===== config.mk =====
export PLATFORM = sky130hd
export DESIGN_NAME = vrp_rotate
export DESIGN_NICKNAME = d
export VERILOG_FILES = /design/src/hw/rtl/vrp_pkg.sv /design/src/hw/rtl/vrp_rotate.sv
export SDC_FILE = /design/constraint.sdc
export NUM_CORES = 2
export LEC_CHECK = 0
export BUFFER_PORTS_ARGS = -buffer_cell sky130_fd_sc_hd__buf_2
export CORE_ASPECT_RATIO = 1.75
export CORE_MARGIN = 3
export CORE_UTILIZATION = 60
export CTS_BUF_LIST = sky130_fd_sc_hd__clkbuf_16
export CTS_CLUSTER_SIZE = 30
export DETAILED_ROUTE_END_ITERATION = 10
export GPL_ROUTABILITY_DRIVEN = 1
export PLACE_DENSITY = 0.8
export SLEW_MARGIN = 40
export SYNTH_ARGS = -nofsm -noshare
export SYNTH_HDL_FRONTEND = slang
export SYNTH_SLANG_ARGS = --single-unit

===== constraint.sdc =====
create_clock -name aclk -period 8.8 [get_ports aclk]
set_input_delay 1.76 -clock aclk [delete_from_list [all_inputs] [get_ports aclk]]
set_output_delay 1.76 -clock aclk [all_outputs]
set_load 0.02 [all_outputs]

===== src/hw/rtl/vrp_pkg.sv =====
// shared constants, types and the sine table generator for the vertex rotate/project block
package vrp_pkg;

    // default number of quarter-wave sine table steps
    localparam int SINE_ENTRIES_DEFAULT = 1024;

    // one quarter turn in phase units
    localparam logic [14:0] PHASE_QUARTER = 15'd16384;

    // q30 taylor coefficients of sin(pi/2 * x)
    localparam logic [63:0] COEF_A1 = 64'd1686629713;
    localparam logic [63:0] COEF_A3 = 64'd693598669;
    localparam logic [63:0] COEF_A5 = 64'd85569306;
    localparam logic [63:0] COEF_A7 = 64'd5026994;
    localparam logic [63:0] COEF_A9 = 64'd172273;
    localparam logic [63:0] SINE_UNITY = 64'd16384;
    localparam logic [63:0] SINE_ROUND = 64'd32768;

    // register map: word select bit of paddr
    localparam int APB_ADDR_W = 3;
    localparam logic REG_ORIGIN_X = 1'b0;
    localparam logic REG_ORIGIN_Y = 1'b1;
    localparam logic [15:0] ORIGIN_X_RESET = 16'd8192;
    localparam logic [15:0] ORIGIN_Y_RESET = 16'd4096;

    // datapath widths
    localparam int X1_W = 19;
    localparam int Y2_W = 22;
    localparam int SUM_W = 24;
    localparam int OUT_W = 18;
    localparam logic signed [SUM_W-1:0] OUT_MAX = 24'sd131071;
    localparam logic signed [SUM_W-1:0] OUT_MIN = -24'sd131072;

    // unsigned q1.14 sine magnitude, 0..16384
    typedef logic [14:0] sine_mag_t;

    // signed q2.14 sine and cosine of one angle
    typedef struct packed {
        logic signed [15:0] sin_v;
        logic signed [15:0] cos_v;
    } sincos_t;

    // table word for scaled argument x (q30 fraction of a quarter turn)
    function automatic sine_mag_t sine_poly(input logic [63:0] x);
        logic [63:0] x2;
        logic [63:0] t;
        logic [63:0] s;
        x2 = (x * x) >> 30;
        t  = COEF_A9;
        t  = COEF_A7 - ((t * x2) >> 30);
        t  = COEF_A5 - ((t * x2) >> 30);
        t  = COEF_A3 - ((t * x2) >> 30);
        t  = COEF_A1 - ((t * x2) >> 30);
        s  = (t * x) >> 30;
        s  = (s + SINE_ROUND) >> 16;
        if (s > SINE_UNITY) begin
            s = SINE_UNITY;
        end
        return s[14:0];
    endfunction

endpackage


===== src/hw/rtl/vrp_rotate.sv =====
// yaw then pitch rotation, four register stages
module vrp_rotate (
    input  logic                              aclk,
    input  logic                              en,
    input  logic signed [15:0]                vertex_x,
    input  logic signed [15:0]                vertex_y,
    input  logic signed [15:0]                vertex_z,
    input  vrp_pkg::sincos_t                  yaw,
    input  vrp_pkg::sincos_t                  pitch,
    output logic signed [vrp_pkg::X1_W-1:0]   x1,
    output logic signed [vrp_pkg::Y2_W-1:0]   y2
);
    import vrp_pkg::*;

    logic signed [31:0]     p_xc_reg;
    logic signed [31:0]     p_zs_reg;
    logic signed [31:0]     p_xs_reg;
    logic signed [31:0]     p_zc_reg;
    logic signed [15:0]     vy_a_reg;
    logic signed [15:0]     vy_b_reg;
    sincos_t                pitch_a_reg;
    sincos_t                pitch_b_reg;
    logic signed [32:0]     sum_x;
    logic signed [32:0]     sum_z;
    logic signed [X1_W-1:0] x1_b_reg;
    logic signed [X1_W-1:0] x1_c_reg;
    logic signed [X1_W-1:0] x1_d_reg;
    logic signed [X1_W-1:0] z1_b_reg;
    logic signed [31:0]     p_yc_reg;
    logic signed [34:0]     p_zp_reg;
    logic signed [35:0]     sum_y;
    logic signed [Y2_W-1:0] y2_d_reg;

    // rounded sums of the yaw and pitch products, 14 fraction bits (q19.14 for x and z, q22.14 for y)
    assign sum_x = 33'(p_xc_reg) + 33'(p_zs_reg) + 33'sd8192;
    assign sum_z = 33'(p_zc_reg) - 33'(p_xs_reg) + 33'sd8192;
    assign sum_y = 36'(p_yc_reg) - 36'(p_zp_reg) + 36'sd8192;

    always_ff @(posedge aclk) begin
        if (en) begin
            // yaw products
            p_xc_reg    <= 32'(vertex_x) * 32'(yaw.cos_v);
            p_zs_reg    <= 32'(vertex_z) * 32'(yaw.sin_v);
            p_xs_reg    <= 32'(vertex_x) * 32'(yaw.sin_v);
            p_zc_reg    <= 32'(vertex_z) * 32'(yaw.cos_v);
            vy_a_reg    <= vertex_y;
            pitch_a_reg <= pitch;
            // yaw sums
            x1_b_reg    <= sum_x[32:14];
            z1_b_reg    <= sum_z[32:14];
            vy_b_reg    <= vy_a_reg;
            pitch_b_reg <= pitch_a_reg;
            // pitch products
            p_yc_reg    <= 32'(vy_b_reg) * 32'(pitch_b_reg.cos_v);
            p_zp_reg    <= 35'(z1_b_reg) * 35'(pitch_b_reg.sin_v);
            x1_c_reg    <= x1_b_reg;
            // pitch sum
            y2_d_reg    <= sum_y[35:14];
            x1_d_reg    <= x1_c_reg;
        end
    end

    assign x1 = x1_d_reg;
    assign y2 = y2_d_reg;

endmodule


==> results by group <==
Logic synthesis
  – Yosys warns: 0
  – Post-synth top cells: inv_1 (1869), fa_1 (1614), nand2_1 (793), and2_1 (770), ha_1 (687)
  – Top post-synthesis cells by area: fa_1 (42%), edfxtp_1 (15%), ha_1 (11%)
  – Top-count cell post-synth: inv_1
  – Synth area leader: fa_1
  – Post-synth EDFFs: 389
  – Mapped Avg Cell Area: between 9 and 10 um^2
  – Share of flip-flops with an asynchronous set or reset: 0%
  – Mapped Area: 76500 um^2
  – Number of synthesized register bits: between 300 and 400
  – Sequential-to-total area share from yosys stat: 15.3%
  – Gate Count Post-Synth: 7658
  – Synth Flop Type: edfxtp_1
  – Yosys top cell area share: 42.2%
  – Unique cell type count in the Yosys netlist: 76
  – Syn_nets: approximately 10k

Flow run
  – Max-cap violation count: 0

Timing
  – Final setup viols: 0
  – Worst slew pin tran: 0.889 ns
  – Period utilization: 89.2%
  – Fin crit period: 7.85 ns
  – Max_slew headroom: 40.8%
  – RSZ-0062 raised after global routing: no
  – Final setup skew: approximately 0.057 ns
  – Fmax: 0.127 GHz
  – Final Hold Viols: 0
  – TNS Setup: 0 ns
  – Worst hold slack: about 0.4 ns
  – Slew Limit Fails: 0

Clock tree
  – Clock sinks: 389
  – Reg clk slew, reported paths: 0.07 ns
  – Root Driver: clkbuf_16
  – Post-CTS setup repair buffer count: 0
  – H-Tree Depth: 2
  – CTS resizes: 0
  – CTS buffer count: 42
  – Clk Latency, worst-skew pair: 0.62 ns
  – Worst-case clock buffer depth: 3
  – Cts hold-fix bufs: 0
  – CTS tree: built

Worst setup path
  – Cell depth of the worst setup path: 23
  – R2r startpoint: pitch_b_reg[4]$_DFFE_PP_
  – Critical path arrival: ~8.2 ns
  – Worst path cell trace: buf_2, nand2_1, fa_1, inv_1, fa_1, inv_1, fa_1, inv_1, fa_1, fa_1, inv_1, fa_1, inv_1, ha_1, or3_1, o21ai_0, a21oi_1, a31oi_4, o22ai_1, a2111oi_2, o31ai_1, o41ai_2, xnor2_1
  – Crit path from: vertex_z[6]
  – Slowest cell on crit path: buf_2
  – Number of buffers and inverters on the critical path: 6
  – Reg2reg path depth: 19
  – CP delay by family, top: adder cells
  – Crit path capture type: flop
  – Critical path class: primary input to flop
  – CP required: 9.15 ns
  – CP most frequent cell: fa_1
  – Max Fanout on Critical Path: 32
  – Slowest Stage Delay on Critical Path: 0.58 ns
  – CP Launch Type: primary input

Drt
  – Post-route ant nets: 0
  – WL per Instance: between 20 and 25 um
  – Residual DRC: 0
  – Vias per cell: 5.66
  – Post-Route M1 WL: 58100 um
  – Max layer used: met5
  – Routed wire length: approximately 190000 um
  – First drt pass iteration count: 5
  – Initial DRC count: 3090
  – Routed met3 length: 10500 um
  – Total number of vias: 52.9k
  – Wire length on met2: approximately 100000 um

Die
  – Chip Width: 276 um
  – Die area: 132000 um^2
  – Initial Util: 60.7%
  – Io pins: roughly 160
  – CORE AREA: 126000 um^2
  – Die H: ~480 um
  – # rows: 172

Min path
  – Worst Hold Depth: 0
  – HP Class: flop to flop
  – HP Start: x1_b_reg[18]$_DFFE_PP_

Global routing
  – GRT Residual Overflow: 0
  – First-pass GRT wire length: 305000 um
  – Initial antenna violation count: 15
  – Largest net degree at the start of global routing: 108
  – Vias in the first global route: 60.6k
  – GRT Util Overall: 30.0%

Status
  – Outcome: finished clean

Place
  – Port Buf Inserts: 154
  – Dpl hpwl: 154000 um
  – Final RePlAce weighted congestion: 0.968
  – DP Cell Count: 9265

Layout
  – Layout Cells excl Fill: 9350
  – Nets: 10.1k
  – Max reg flops: 35
  – Layout cells sized above 1: 4.27%
  – Area grow syn2layout: 5.02%
[layout make-up]
| cell class | instances | area (um^2) |
|---|---|---|
| clock inverters | 32 | 308 |
| repair buffers | 226 | 1390 |
| fillers | 10100 | 45700 |
| clock buffers | 43 | 1080 |
| diodes | 9 | 22.5 |
| multi-input cells | 5128 | 56800 |
| inverters | 1870 | 7020 |
| well taps | 1653 | 2070 |
| flip-flops and latches | 389 | 11700 |
[metal layers]
layer  vias to the layer above  track usage (%)
li1                      23000                -
met1                     27000             30.1
met2                      2042             54.6
met3                       901             4.06
met4                        12             24.4
met5                         -                0
[path summary, 6_finish.rpt]
path	to	slack, ns
max	p_zc_reg[30]$_DFFE_PP_	0.95
min	x1_c_reg[18]$_DFFE_PP_	0.41
max reg2reg	p_yc_reg[30]$_DFFE_PP_	1.68
min reg2reg	x1_c_reg[18]$_DFFE_PP_	0.41
[through the flow]
| stage | cell area, um^2 | utilization, % | setup WS (ns) |
|---|---|---|---|
| 6_report | 80400 | 63.7 | 0.951 |
| 5_1_grt | 80400 | 63.7 | 0.551 |
| 4_1_cts | 80300 | 63.7 | 1.02 |
| 3_5_place_dp | 79000 | 62.6 | 0.383 |
| 3_3_place_gp | 78900 | 62.6 | 0.501 |
| 2_1_floorplan | 76500 | - | 1.13 |
[cell families after synthesis]
| family | share of synthesized area (%) |
|---|---|
| xor gates and xnor gates | 2.93 |
| adders and majority gates | 53.4 |
| buffers and inverters | 10.5 |
| muxes | 0.0131 |
| and+or+nand+nor | 13.0 |
| AOI/OAI and AO/OA | 4.88 |
| DFF | 15.3 |
[layout by cell type, fill, tap and decap left out, types with 7 or more instances in the layout]
master	netlist	layout
a211oi_1	28	28
clkinv_1	1	8
edfxtp_1	389	389
or2_2	9	9
o21bai_1	34	34
o211ai_1	10	10
and2_1	770	770
diode_2	0	9
nand2_1	793	793
o21a_1	34	34
buf_2	1	151
nand4_1	11	11
buf_4	0	69
a21o_1	74	74
and3_1	17	17
xor2_1	57	57
fa_1	1614	1614
a21oi_1	177	177
ha_1	687	687
nor2_1	209	209
o21ai_0	101	101
nor2b_1	23	23
nand2b_1	44	44
nand3_1	46	46
xnor2_1	199	199
o31ai_1	13	13
a31o_2	10	10
or3_1	8	8
a31oi_1	10	10
a211o_1	7	7
inv_1	1869	1871
nor3_1	47	47
clkbuf_16	0	43
Power is left out: the tool's default activity adds up to more than one toggle a clock period on the data nets, which glitch-free logic cannot reach.
